==> config.mk <==
export PLATFORM = sky130hd
export DESIGN_NAME = debug_module_abstract_commands_core
export DESIGN_NICKNAME = d
export VERILOG_FILES = /design/src/rtl/dmac_pkg.sv /design/src/rtl/dmac_front.sv /design/src/rtl/dmac_back.sv /design/src/rtl/debug_module_abstract_commands_core.sv
export VERILOG_INCLUDE_DIRS = /design/src /design/src/rtl
export SDC_FILE = /design/constraint.sdc
export NUM_CORES = 2
export LEC_CHECK = 0
export BUFFER_PORTS_ARGS = -buffer_cell sky130_fd_sc_hd__clkbuf_2
export CAP_MARGIN = 20
export CORE_MARGIN = 10
export CORE_UTILIZATION = 25
export DETAILED_ROUTE_END_ITERATION = 10
export PLACE_DENSITY_LB_ADDON = 0.05
export SLEW_MARGIN = 5
export SYNTH_ARGS = -nofsm -noshare
export SYNTH_HDL_FRONTEND = slang
export SYNTH_HIERARCHICAL = 1
export SYNTH_SLANG_ARGS = --single-unit
==> constraint.sdc <==
create_clock -name clk -period 23.6 [get_ports clk]
set_input_delay 2.36 -clock clk [delete_from_list [all_inputs] [get_ports clk]]
set_output_delay 2.36 -clock clk [all_outputs]
set_load 0.02 [all_outputs]
==> src/rtl/assert_macros.svh <==
// assertion macros for the debug module rtl
// no dependencies
`ifndef ASSERT_MACROS_SVH
`define ASSERT_MACROS_SVH

// property a must hold at every clock outside reset
`define DM_ASSERT(label, clk, rst_n, prop, msg) \
  label: assert property (@(posedge clk) disable iff (!rst_n) (prop)) else $error(msg);

`endif

==> src/rtl/dmac_pkg.sv <==
// package for the debug module abstract command core
// types, register indexes and executor codes, no dependencies
package dmac_pkg;

  localparam int HartsDef    = 4;
  localparam int ProgbufDef  = 8;
  localparam int DataDef     = 4;
  localparam int ScratchDef  = 2;

  localparam logic [6:0] ADDR_DATA0      = 7'h04;
  localparam logic [6:0] ADDR_DMCONTROL  = 7'h10;
  localparam logic [6:0] ADDR_DMSTATUS   = 7'h11;
  localparam logic [6:0] ADDR_HARTINFO   = 7'h12;
  localparam logic [6:0] ADDR_ABSTRACTCS = 7'h16;
  localparam logic [6:0] ADDR_COMMAND    = 7'h17;
  localparam logic [6:0] ADDR_AUTOEXEC   = 7'h18;
  localparam logic [6:0] ADDR_HALTSUM0   = 7'h40;

  typedef enum logic [2:0] {
    X_IDLE  = 3'd0,
    X_INIT  = 3'd1,
    X_REQ   = 3'd2,
    X_RESP  = 3'd3,
    X_WAITH = 3'd4
  } xstate_t;

  typedef enum logic [2:0] {
    E_NONE   = 3'd0,
    E_BUSY   = 3'd1,
    E_NOTSUP = 3'd2,
    E_EXC    = 3'd3,
    E_WRONG  = 3'd4,
    E_BUS    = 3'd5
  } cmderr_t;

  // one item of inputs, packed at the top level and queued by the front end
  typedef struct packed {
    logic        acc;
    logic        wr;
    logic [6:0]  addr;
    logic [31:0] wdata;
    logic [3:0]  halted;
    logic [3:0]  avail;
    logic        preq_rdy;
    logic        presp_vld;
    logic        presp_err;
    logic [63:0] prdata;
  } item_t;

endpackage

==> src/rtl/dmac_front.sv <==
// front end: two entry input queue toward the executor
// depends on dmac_pkg
module dmac_front (
  input  logic           clk,
  input  logic           rst_n,
  input  logic           in_valid,
  output logic           in_stall,
  input  dmac_pkg::item_t in_item,
  output logic           q_valid,
  input  logic           q_take,
  output dmac_pkg::item_t q_item
);
  // two entry queue
  dmac_pkg::item_t mem_r [2];
  logic [1:0] cnt_r, cnt_nxt;
  logic       wp_r, rp_r;
  logic       push, pop;

  assign in_stall = (cnt_r == 2'd2);
  assign push     = in_valid && !in_stall;
  assign q_valid  = (cnt_r != 2'd0);
  assign pop      = q_valid && q_take;
  assign q_item   = mem_r[rp_r];

  always_comb begin
    cnt_nxt = cnt_r + {1'b0, push} - {1'b0, pop};
  end

  always_ff @(posedge clk) begin
    if (!rst_n) begin
      cnt_r <= 2'd0;
      wp_r  <= 1'b0;
      rp_r  <= 1'b0;
    end else begin
      cnt_r <= cnt_nxt;
      if (push) wp_r <= ~wp_r;
      if (pop)  rp_r <= ~rp_r;
    end
  end

  always_ff @(posedge clk) begin
    if (push) mem_r[wp_r] <= in_item;
  end
endmodule

==> src/rtl/dmac_back.sv <==
// back end: register file, abstract command executor, output register
// depends on dmac_pkg and assert_macros.svh
`include "assert_macros.svh"
module dmac_back #(
  parameter int HARTS         = dmac_pkg::HartsDef,
  parameter int PROGBUF_WORDS = dmac_pkg::ProgbufDef,
  parameter int DATA_WORDS    = dmac_pkg::DataDef,
  parameter int SCRATCH_REGS  = dmac_pkg::ScratchDef
) (
  input  logic            clk,
  input  logic            rst_n,
  input  logic            q_valid,
  output logic            q_take,
  input  dmac_pkg::item_t q_item,
  output logic            out_valid,
  input  logic            out_stall,
  output logic [31:0]     out_rd_data,
  output logic [4:0]      out_hart_control,
  output logic [1:0]      out_hart_select,
  output logic            out_port_req_valid,
  output logic [4:0]      out_port_req_kind,
  output logic [63:0]     out_port_addr,
  output logic [63:0]     out_port_wdata,
  output logic [2:0]      out_port_size,
  output logic            out_port_resp_ready
);
  localparam logic [3:0] HMASK = (HARTS >= 4) ? 4'hF : 4'((1 << HARTS) - 1);
  localparam logic [3:0] DMASK = 4'((1 << DATA_WORDS) - 1);
  localparam logic [15:0] PMASK = 16'((1 << PROGBUF_WORDS) - 1);
  localparam int PBW = (PROGBUF_WORDS > 1) ? $clog2(PROGBUF_WORDS) : 1;

  logic [31:0] data_r [4];
  logic [31:0] data_nxt [4];
  logic [31:0] pb_r [PROGBUF_WORDS];
  logic [31:0] pb_nxt [PROGBUF_WORDS];
  logic [31:0] cmd_r, cmd_nxt;
  dmac_pkg::xstate_t xs_r, xs_nxt;
  logic [2:0]  err_r, err_nxt;
  logic [3:0]  aed_r, aed_nxt;
  logic [15:0] aep_r, aep_nxt;
  logic [6:0]  cf_r, cf_nxt;
  logic [1:0]  hsel_r, hsel_nxt;
  logic [7:0]  kf_r, kf_nxt;
  logic [63:0] raddr_r, raddr_nxt, rdat_r, rdat_nxt;
  logic [2:0]  rsz_r, rsz_nxt;
  logic [1:0]  hs_r, hs_nxt;
  logic        ov_r;
  logic [31:0] rd;
  logic        step;

  // output register: one result per item, next one taken while it waits only if it leaves
  assign q_take = q_valid && (!ov_r || !out_stall);
  assign step   = q_take;

  logic [3:0] halted, avail;
  logic       hb, ab, hn, trig;
  logic [1:0] nsel;
  logic [3:0] kdat;
  logic [3:0] kpb;
  logic [7:0] ctype;
  logic [2:0] sz;
  logic [63:0] incaddr;

  always_comb begin
    halted = q_item.halted & HMASK;
    avail  = q_item.avail & HMASK;
    hb = halted[hsel_r];
    ab = avail[hsel_r];
    for (int i = 0; i < 4; i++) data_nxt[i] = data_r[i];
    for (int i = 0; i < PROGBUF_WORDS; i++) pb_nxt[i] = pb_r[i];
    cmd_nxt = cmd_r; xs_nxt = xs_r; err_nxt = err_r; aed_nxt = aed_r; aep_nxt = aep_r;
    cf_nxt = cf_r; hsel_nxt = hsel_r; kf_nxt = kf_r; raddr_nxt = raddr_r;
    rdat_nxt = rdat_r; rsz_nxt = rsz_r; hs_nxt = hs_r;
    rd = 32'd0; trig = 1'b0;
    nsel = q_item.wdata[17:16];
    hn = halted[nsel];
    kdat = 4'(q_item.addr - dmac_pkg::ADDR_DATA0);
    kpb = q_item.addr[3:0];
    ctype = cmd_r[31:24];
    sz = cmd_r[22:20];
    incaddr = {data_r[3], data_r[2]} + ((sz <= 3'd3) ? (64'd1 << sz) : 64'd0);

    if (cf_r[1] && hb) cf_nxt[1] = 1'b0;
    if (cf_r[2] && !hb) begin
      cf_nxt[2] = 1'b0;
      cf_nxt[5] = 1'b1;
    end

    if (q_item.acc) begin
      if (q_item.addr >= dmac_pkg::ADDR_DATA0 &&
          q_item.addr <= dmac_pkg::ADDR_DATA0 + 7'd3) begin
        rd = data_r[kdat[1:0]];
        if (q_item.wr) data_nxt[kdat[1:0]] = q_item.wdata;
        if (aed_r[kdat[1:0]]) trig = 1'b1;
      end else if (q_item.addr == dmac_pkg::ADDR_DMCONTROL) begin
        rd = {2'b0, cf_r[4], 11'd0, hsel_r, 14'd0, cf_r[0], cf_r[6]};
        if (q_item.wr) begin
          if (q_item.wdata[31]) begin
            if (!(q_item.wdata[1] || cf_r[0]) && hn) err_nxt = dmac_pkg::E_WRONG;
            else cf_nxt[1] = 1'b1;
          end else if (q_item.wdata[30]) begin
            if (hn) begin
              cf_nxt[2] = 1'b1;
              cf_nxt[5] = 1'b0;
            end else err_nxt = dmac_pkg::E_WRONG;
          end
          cf_nxt[4] = q_item.wdata[29];
          hsel_nxt = nsel;
          if (q_item.wdata[3]) cf_nxt[3] = 1'b1;
          else if (q_item.wdata[2]) cf_nxt[3] = 1'b0;
          cf_nxt[0] = q_item.wdata[1];
          cf_nxt[6] = q_item.wdata[0];
        end
      end else if (q_item.addr == dmac_pkg::ADDR_DMSTATUS) begin
        rd = {14'd0, cf_r[5], cf_r[5], {4{~ab}}, {2{~hb & ab}}, {2{hb & ab}},
              8'b1010_0010};
      end else if (q_item.addr == dmac_pkg::ADDR_HARTINFO) begin
        if (ab) rd = {8'd0, 4'(SCRATCH_REGS), 20'd0};
      end else if (q_item.addr == dmac_pkg::ADDR_ABSTRACTCS) begin
        rd = {3'd0, 5'(PROGBUF_WORDS), 11'd0, (xs_r != dmac_pkg::X_IDLE), 1'b0, err_r,
              4'd0, 4'(DATA_WORDS)};
        if (q_item.wr) err_nxt = err_r & ~q_item.wdata[10:8];
      end else if (q_item.addr == dmac_pkg::ADDR_COMMAND) begin
        if (q_item.wr && err_r == dmac_pkg::E_NONE) begin
          if (xs_r != dmac_pkg::X_IDLE) err_nxt = dmac_pkg::E_BUSY;
          else begin
            cmd_nxt = q_item.wdata;
            xs_nxt = dmac_pkg::X_INIT;
          end
        end
      end else if (q_item.addr == dmac_pkg::ADDR_AUTOEXEC) begin
        rd = {aep_r, 12'd0, aed_r};
        if (q_item.wr) begin
          aed_nxt = q_item.wdata[3:0] & DMASK;
          aep_nxt = q_item.wdata[31:16] & PMASK;
        end
      end else if (q_item.addr[6:4] == 3'd2) begin
        if (32'(kpb) < PROGBUF_WORDS) begin
          rd = pb_r[kpb[PBW-1:0]];
          if (q_item.wr) pb_nxt[kpb[PBW-1:0]] = q_item.wdata;
          if (aep_r[kpb]) trig = 1'b1;
        end
      end else if (q_item.addr == dmac_pkg::ADDR_HALTSUM0) begin
        rd = {28'd0, halted};
      end
    end
    if (trig && err_r == dmac_pkg::E_NONE) begin
      if (xs_r != dmac_pkg::X_IDLE) err_nxt = dmac_pkg::E_BUSY;
      else xs_nxt = dmac_pkg::X_INIT;
    end

    // executor wins over the register access
    unique case (xs_r)
      dmac_pkg::X_IDLE: begin
        kf_nxt = 8'd0;
        hs_nxt = 2'd0;
      end
      dmac_pkg::X_INIT: begin
        kf_nxt[7] = cmd_r[19];
        if (ctype == 8'd0) begin
          if (cmd_r[17]) begin
            xs_nxt = dmac_pkg::X_REQ;
            kf_nxt[1] = 1'b1;
            kf_nxt[6] = ~cmd_r[16];
            kf_nxt[0] = cmd_r[16];
            hs_nxt[0] = 1'b1;
            raddr_nxt = {48'd0, cmd_r[15:0]};
            rdat_nxt = {data_r[1], data_r[0]};
            rsz_nxt = sz;
          end else if (cmd_r[18]) begin
            xs_nxt = dmac_pkg::X_REQ;
            hs_nxt[0] = 1'b1;
            kf_nxt[4] = 1'b1;
          end else xs_nxt = dmac_pkg::X_IDLE;
        end else if (ctype == 8'd1) begin
          if (hb) begin
            err_nxt = dmac_pkg::E_WRONG;
            xs_nxt = dmac_pkg::X_IDLE;
          end else begin
            cf_nxt[1] = 1'b1;
            kf_nxt[5] = 1'b1;
            xs_nxt = dmac_pkg::X_WAITH;
          end
        end else if (ctype == 8'd2) begin
          xs_nxt = dmac_pkg::X_REQ;
          kf_nxt[2] = 1'b1;
          kf_nxt[6] = ~cmd_r[16];
          kf_nxt[0] = cmd_r[16];
          kf_nxt[3] = cmd_r[23];
          hs_nxt[0] = 1'b1;
          raddr_nxt = {data_r[3], data_r[2]};
          rdat_nxt = {data_r[1], data_r[0]};
          rsz_nxt = sz;
        end else begin
          err_nxt = dmac_pkg::E_NOTSUP;
          xs_nxt = dmac_pkg::X_IDLE;
        end
      end
      dmac_pkg::X_REQ: begin
        if (q_item.preq_rdy) begin
          xs_nxt = dmac_pkg::X_RESP;
          hs_nxt = 2'b10;
        end
      end
      dmac_pkg::X_RESP: begin
        if (q_item.presp_vld) begin
          hs_nxt[1] = 1'b0;
          if (kf_r[6]) begin
            unique case (sz)
              3'd0: begin data_nxt[0] = {24'd0, q_item.prdata[7:0]}; data_nxt[1] = 32'd0; end
              3'd1: begin data_nxt[0] = {16'd0, q_item.prdata[15:0]}; data_nxt[1] = 32'd0; end
              3'd2: begin data_nxt[0] = q_item.prdata[31:0]; data_nxt[1] = 32'd0; end
              3'd3: begin
                data_nxt[0] = q_item.prdata[31:0];
                data_nxt[1] = q_item.prdata[63:32];
              end
              default: ;
            endcase
          end
          if (kf_r[7]) begin
            kf_nxt[7] = 1'b0;
            if (ctype == 8'd0) cmd_nxt = {cmd_r[31:16], cmd_r[15:0] + 16'd1};
            else if (ctype == 8'd2) begin
              data_nxt[3] = incaddr[63:32];
              data_nxt[2] = incaddr[31:0];
            end
          end
          if (q_item.presp_err) begin
            xs_nxt = dmac_pkg::X_IDLE;
            err_nxt = kf_r[2] ? dmac_pkg::E_BUS : dmac_pkg::E_EXC;
          end else if (kf_r[1] && cmd_r[18]) begin
            hs_nxt[0] = 1'b1;
            kf_nxt[4] = 1'b1;
            kf_nxt[1] = 1'b0; kf_nxt[0] = 1'b0; kf_nxt[6] = 1'b0;
            xs_nxt = dmac_pkg::X_REQ;
          end else xs_nxt = dmac_pkg::X_IDLE;
          if (kf_r[5]) begin
            cf_nxt[2] = 1'b1;
            cf_nxt[5] = 1'b0;
          end
        end
      end
      dmac_pkg::X_WAITH: begin
        if (hb) begin
          xs_nxt = dmac_pkg::X_REQ;
          hs_nxt[0] = 1'b1;
          kf_nxt[4] = 1'b1;
        end
      end
      default: ;
    endcase
  end

  always_ff @(posedge clk) begin
    if (!rst_n) begin
      for (int i = 0; i < 4; i++) data_r[i] <= 32'd0;
      for (int i = 0; i < PROGBUF_WORDS; i++) pb_r[i] <= 32'd0;
      cmd_r <= 32'd0; xs_r <= dmac_pkg::X_IDLE; err_r <= 3'd0; aed_r <= 4'd0;
      aep_r <= 16'd0; cf_r <= 7'd0; hsel_r <= 2'd0; kf_r <= 8'd0;
      raddr_r <= 64'd0; rdat_r <= 64'd0; rsz_r <= 3'd0; hs_r <= 2'd0;
      ov_r <= 1'b0;
    end else begin
      if (step) begin
        for (int i = 0; i < 4; i++) data_r[i] <= data_nxt[i];
        for (int i = 0; i < PROGBUF_WORDS; i++) pb_r[i] <= pb_nxt[i];
        cmd_r <= cmd_nxt; xs_r <= xs_nxt; err_r <= err_nxt; aed_r <= aed_nxt;
        aep_r <= aep_nxt; cf_r <= cf_nxt; hsel_r <= hsel_nxt; kf_r <= kf_nxt;
        raddr_r <= raddr_nxt; rdat_r <= rdat_nxt; rsz_r <= rsz_nxt; hs_r <= hs_nxt;
      end
      if (step) ov_r <= 1'b1;
      else if (!out_stall) ov_r <= 1'b0;
    end
  end

  always_ff @(posedge clk) begin
    if (step) begin
      out_rd_data         <= rd;
      out_hart_control    <= cf_nxt[4:0];
      out_hart_select     <= hsel_nxt;
      out_port_req_valid  <= hs_nxt[0];
      out_port_req_kind   <= kf_nxt[4:0];
      out_port_addr       <= raddr_nxt;
      out_port_wdata      <= rdat_nxt;
      out_port_size       <= rsz_nxt;
      out_port_resp_ready <= hs_nxt[1];
    end
  end

  assign out_valid = ov_r;

  `DM_ASSERT(a_idle_no_hs, clk, rst_n, (xs_r == dmac_pkg::X_IDLE) |-> !hs_r[0], "idle with req")
  `DM_ASSERT(a_hs_excl, clk, rst_n, !(hs_r[0] && hs_r[1]), "req and resp both set")
  `DM_ASSERT(a_resp_state, clk, rst_n, hs_r[1] |-> (xs_r == dmac_pkg::X_RESP), "stray resp")
endmodule

==> src/rtl/debug_module_abstract_commands_core.sv <==
// debug module abstract command core, top level
// path: an accepted input is held in a queue entry, then in the output register
// throughput: one item per cycle unless out_stall; 2-entry queue, one output register
// reset: synchronous active-low rst_n clears state registers; queue and executor go idle
// depends on dmac_pkg, dmac_front and dmac_back
module debug_module_abstract_commands_core #(
  parameter int HARTS         = dmac_pkg::HartsDef,
  parameter int PROGBUF_WORDS = dmac_pkg::ProgbufDef,
  parameter int DATA_WORDS    = dmac_pkg::DataDef,
  parameter int SCRATCH_REGS  = dmac_pkg::ScratchDef
) (
  input  logic        clk,
  input  logic        rst_n,
  input  logic        in_valid,
  output logic        in_stall,
  input  logic        in_req_type,
  input  logic        in_reg_write,
  input  logic [6:0]  in_reg_addr,
  input  logic [31:0] in_reg_wdata,
  input  logic [3:0]  in_halted_mask,
  input  logic [3:0]  in_available_mask,
  input  logic        in_port_req_ready,
  input  logic        in_port_resp_valid,
  input  logic        in_port_resp_error,
  input  logic [63:0] in_port_rdata,
  output logic        out_valid,
  input  logic        out_stall,
  output logic [31:0] out_rd_data,
  output logic [4:0]  out_hart_control,
  output logic [1:0]  out_hart_select,
  output logic        out_port_req_valid,
  output logic [4:0]  out_port_req_kind,
  output logic [63:0] out_port_addr,
  output logic [63:0] out_port_wdata,
  output logic [2:0]  out_port_size,
  output logic        out_port_resp_ready
);
  dmac_pkg::item_t in_item, q_item;
  logic q_valid, q_take;

  assign in_item = '{acc: in_req_type, wr: in_reg_write, addr: in_reg_addr,
                     wdata: in_reg_wdata, halted: in_halted_mask,
                     avail: in_available_mask, preq_rdy: in_port_req_ready,
                     presp_vld: in_port_resp_valid, presp_err: in_port_resp_error,
                     prdata: in_port_rdata};

  dmac_front u_front (
    .clk(clk), .rst_n(rst_n), .in_valid(in_valid), .in_stall(in_stall),
    .in_item(in_item), .q_valid(q_valid), .q_take(q_take), .q_item(q_item)
  );

  dmac_back #(
    .HARTS(HARTS), .PROGBUF_WORDS(PROGBUF_WORDS),
    .DATA_WORDS(DATA_WORDS), .SCRATCH_REGS(SCRATCH_REGS)
  ) u_back (
    .clk(clk), .rst_n(rst_n), .q_valid(q_valid), .q_take(q_take), .q_item(q_item),
    .out_valid(out_valid), .out_stall(out_stall), .out_rd_data(out_rd_data),
    .out_hart_control(out_hart_control), .out_hart_select(out_hart_select),
    .out_port_req_valid(out_port_req_valid), .out_port_req_kind(out_port_req_kind),
    .out_port_addr(out_port_addr), .out_port_wdata(out_port_wdata),
    .out_port_size(out_port_size), .out_port_resp_ready(out_port_resp_ready)
  );
endmodule

* Word level (Yosys, flattened, before mapping)
Memories as Yosys holds them, arrays and structs flattened. A register that Yosys moved wholly into a read port is not among the register bits. Cells that the tools add are included.
Operators by class: $add $sub $neg 5, magnitude comparators 12, equality and inequality tests 29, shifts and indexed selects 1, muxes and demuxes 235, bitwise operators 29, reduce and logical (&&, ||, !) cells 33
Operators by type and width (number):
- $mux 256 | 11
- $mux 32 | 36
- $mux 64 | 15
- $mux 128 | 5
- $bwmux 256 | 1
- $pmux 64 s4 | 1
- $mux 3 | 48
- $bwmux 128 | 1
- $demux 32 s3 | 1
- $mux 1 | 78
- $add 64x64->64 | 1
- $demux 32 s2 | 1
- $shl 1x3->64 const A | 1
- $eq 7x5->1 const B | 6
- $mux 2 | 17
- $mux 6 | 4
- $mux 22 | 1
- $add 16x1->16 const B | 1
- $eq 3x2->1 const B | 5
- $logic_and 1x1->1 | 12
- $or 1x1->1 | 12
- $pmux 2 s3 | 2
- $pmux 3 s4 | 1
- $not 1->1 | 11
- 49 further kinds | 72
Word-level totals: bits in registers 382, RAM bits 616, input port bits 120, output and inout bits 179, logic and storage cells 377, memories 3
Memories:
- u_back.pb_r | depth 8, bits a word 32, read ports 9, clocked after Yosys merged registers in 0, write ports 8, line dmac_back.sv:34 | logic [31:0] pb_r [PROGBUF_WORDS];
- u_front.mem_r | depth 2, bits a word 116, read ports 1, clocked after Yosys merged registers in 1, write ports 1, line dmac_front.sv:14 | dmac_pkg::item_t mem_r [2];
- u_back.data_r | depth 4, bits a word 32, read ports 5, clocked after Yosys merged registers in 0, write ports 4, line dmac_back.sv:32 | logic [31:0] data_r [4];

* Longest topological paths before layout
depth in word-level cells 19, mapped depth 15, depth with buffers taken out 10

* Cells and area by module
The synthesis kept the hierarchy.
By module, submodules not included:
- dmac_back | instances 1, cells an instance 3736, area an instance 38530.7 um^2, sequential area each 20870.0 um^2
- dmac_front | instances 1, cells an instance 386, area an instance 8763.4 um^2, sequential area each 7066.8 um^2

* Least setup slack after synthesis
Ideal clock, no wire load.
path kind in2reg, from in out_stall, to reg u_front.cnt_r[1], library setup time 0.115 ns, arrival time 9.379 ns, data required time 23.485 ns, slack 14.106 ns, stages 13, buffers on the path 3, path through nand2_1 > nand2_1 > inv_1 > clkbuf_1 > clkbuf_1 > clkbuf_1 > o21a_1 > ha_1 > inv_1 > ha_1 > xnor2_1 > xnor2_1 > and2_1
Between the ends: cells in the longest elaborated chain, start to end 5
RTL lines:
- start, declared | line debug_module_abstract_commands_core.sv:27 | input logic out_stall,
- $logic_not 1->1 | line dmac_back.sv:52 | assign q_take = q_valid && (!ov_r || !out_stall);
- $logic_or 1x1->1 | line dmac_back.sv:52
- $logic_and 1x1->1 | line dmac_back.sv:52
- named net q_take | line debug_module_abstract_commands_core.sv:39 | logic q_valid, q_take;
- $logic_and 1x1->1 | line dmac_front.sv:22 | assign pop = q_valid && q_take;
- named net u_front.pop | line dmac_front.sv:17 | logic push, pop;
- $sub 2x1->2 | line dmac_front.sv:26 | cnt_nxt = cnt_r + {1'b0, push} - {1'b0, pop};
- end signal, assigned | line dmac_front.sv:35 | cnt_r <= cnt_nxt;
- end, declared | line dmac_front.sv:15 | logic [1:0] cnt_r, cnt_nxt;
The timed path passes the listed nets, and every way through them passes these cells. A chain may end at the register's enable or synchronous reset.

==> impl_metrics.json <==
{
  "slew_violations": 0,
  "crit_type": "in -> reg",
  "cp_num_cells": 11,
  "hold_buffers": 0,
  "hold_viol_final": 0,
  "grtUsageTotal": 0.196,
  "max_freq_ghz": 0.181,
  "finalWorstSetupSlack_ns": 18.06,
  "rrSetupSlack_ns": 18.43,
  "cp-end-kind": "flop",
  "async_reset_ff_frac": 0,
  "r2r_end": "u_back/data_r[2][8]$_SDFFCE_PN0N_",
  "ys_types": 93,
  "num_rows": 159,
  "worst-path-buf-inv": 5,
  "worstSetupStartpointType": "input pin",
  "synth.top_cell.area_share": 0.504,
  "rsz0062_at_grt": "no",
  "crit_path_cell_trace": "clkbuf_2 > nand2_1 > nand2_1 > buf_4 > inv_8 > nand2_8 > buf_12 > buf_4 > nor4_1 > nand3_1 > o211ai_1",
  "cts_tree": "yes",
  "critPathMaxFanout": 165,
  "routabilityCongestion": 0.817,
  "clk_latency_ns": 0.80,
  "drt_iter0_drc": 3460,
  "peakVddDrop_uv": 54.4,
  "h-tree-depth": 4,
  "finClkSkew_ns": 0.0339,
  "status": "finished, final reports clean",
  "grt_pass1_vias": 33900,
  "cp.required_ns": 24.10,
  "cts_num_sinks": 999,
  "crit_family": "buffers and inverters",
  "grt_pass1_wl_mm": 288,
  "ys_top_cells_by_area": "edfxtp_1 (50%), dfxtp_1 (8.7%), nand2_1 (7.6%), mux4_2 (4.9%), mux2_2 (4.7%)",
  "avgSynthCellArea_um2": 11.5,
  "yosysSeqAreaShare": 0.591,
  "final_nets": 4425,
  "num_vias": 35000,
  "postCtsSetupBuffers": 0,
  "syn-cell-area_um2": 47300,
  "start_util": 0.252,
  "die-area_um2": 207000,
  "place_ws_ns": 17.28,
  "ys_warn_count": 6,
  "min_path_cells": 2,
  "port_buffers": 298,
  "critPathSlowestCell": "buf_4",
  "synth_largest_area_cell": "edfxtp_1",
  "cpPeakStageDelay_ns": 0.83,
  "wl_per_cell_um": 30.3,
  "grt_max_degree": 166,
  "maxSlewHeadroom": 0.227,
  "cts_made_buffers": 132,
  "cp_data_arrival_time_ns": 6.04,
  "synthCells": 4122,
  "post-synth-top-count-cell": "nand2_1",
  "postRouteWirelength_mm": 209,
  "overflow": 0,
  "drive_gt1_frac": 0.216,
  "ys_seq_elements": 999,
  "min_period_over_period": 0.235,
  "setup-tns-final_ns": 0,
  "hold_ws_ns": 0.449,
  "fin_crit_ns": 5.54,
  "drc": 0,
  "yosys-top-cells-count": "nand2_1 (957), edfxtp_1 (793), a21oi_1 (379)",
  "antenna_left": 0,
  "drv_cap": 0,
  "worstHoldStart": "u_back/rdat_r[29]$_SDFFE_PN0P_",
  "min_to": "u_back/rdat_r[29]$_SDFFE_PN0P_",
  "io_pins": 299,
  "cts-root-buf": "clkbuf_16",
  "cts_buffer_depth": 3,
  "die_x_um": 455,
  "synth_edf_count": 793,
  "core_area_um2": 188000,
  "power.density_nw_per_um2": 123,
  "drt-vias-per-instance": 5.07,
  "setup_violations": 0,
  "post_cts_resize_count": 0,
  "tightestPinTransition_ns": 1.15,
  "firstDrtPassIters": 6,
  "die_h_um": 455,
  "path_clk_slew_ns": 0.06,
  "leakagePower_nw": 20.3,
  "reg2regPathDepth": 9,
  "power_mw": 6.84,
  "dp_hpwl_mm": 135,
  "syn_to_final_growth_pct": 17.6,
  "antenna_found_initial": 20,
  "hold_path.class": "reg -> reg",
  "ys.flop_type": "edfxtp_1",
  "crit_start": "out_stall"
}
-- metal layers --
metal	routed length [um]	up-vias	track usage	share of wire
met3	12000	208	0.0330	0.058
met2	94100	1200	0.304	0.45
met1	97100	18000	0.280	0.46
met5	27	-	0	0.00013
li1	-	15600	-	-
met4	5920	4	0.0580	0.028
-- report_power, final --
| part | internal [mW] | leakage [nW] | total, mW | switching, mW |
|---|---|---|---|---|
| Sequential | 2.38 | 9.58 | 2.74 | 0.362 |
| Combinational | 0.574 | 8.56 | 2.08 | 1.50 |
| Clock | 1.20 | 2.11 | 2.02 | 0.824 |
-- worst reg2reg max path, delay by kind of cell (launching register included) --
kind / cells / cell delay [ns]
AOI/OAI and AO/OA: 2 / 0.38
buffers and inverters: 2 / 1.24
DFF: 1 / 0.57
muxes: 1 / 0.41
and+or+nand+nor: 4 / 2.39
-- flip-flops by register name (all words and copies together) (netlist names), 4 cells and up, named ones only --
name and count:
u_back/aed_r 4, u_back/aep_r 8, u_back/cf_r 7, u_back/cmd_r 32, u_back/data_r 128, u_back/kf_r 8, u_back/out_hart_control 5, u_back/out_port_addr 64
u_back/out_port_req_kind 5, u_back/out_port_wdata 64, u_back/out_rd_data 32, u_back/pb_r 256, u_back/raddr_r 64, u_back/rdat_r 64, u_front/mem_r 232
-- layout by cell type, fill, tap and decap left out, drive strengths merged, types with 60 or more instances in the layout --
| cell type | instances |
|---|---|
| nand2 | 957 |
| edfxtp | 793 |
| clkbuf | 477 |
| a21oi | 379 |
| mux2 | 243 |
| dfxtp | 206 |
| nand3 | 177 |
| nor2 | 170 |
| mux4 | 102 |
| o21ai | 87 |
| buf | 75 |
| mux2i | 73 |
| a22oi | 60 |
| a211oi | 60 |
-- final cells by class --
cell class                      instances  area, um^2
Fill cell                           19200      132000
Sequential cell                       999       27900
Multi-Input combinational cell       2778       18100
Clock buffer                          180        3780
Tap cell                             2495        3120
Timing Repair Buffer                  372        2110
Clock inverter                         63         534
Inverter                               10        50.0
Antenna cell                            6        15.0
-- logic make-up (layout without fill, tap and decap cells) --
group	after synthesis	count (layout)	share of synthesized area
and+or+nand+nor	1512	1512	0.140
DFF	999	999	0.591
AOI/OAI and AO/OA	801	801	0.105
muxes	418	418	0.125
buffers and inverters	348	625	0.0303
xor gates and xnor gates	31	31	0.00574
adders and majority gates	12	12	0.00333
other	1	10	0.0000793
-- worst max-delay path by stage --
stage                                          to
2_1_floorplan         u_front/cnt_r[1]$_SDFF_PN0_
3_3_place_gp   u_back/data_r[3][29]$_SDFFCE_PN0N_
3_5_place_dp   u_back/data_r[3][29]$_SDFFCE_PN0N_
4_1_cts        u_back/data_r[3][29]$_SDFFCE_PN0N_
5_1_grt        u_back/data_r[3][29]$_SDFFCE_PN0N_
6_report       u_back/data_r[3][29]$_SDFFCE_PN0N_
-- per-stage QoR --
stage          cells   util  area, um^2
2_1_floorplan   4125      -       47300
3_3_place_gp    6652  0.273       51300
3_5_place_dp    6653  0.273       51300
4_1_cts         6896  0.296       55600
5_1_grt         6898  0.296       55600
6_report        6903  0.296       55600
Note: power is estimated with default switching activity, not from simulation.
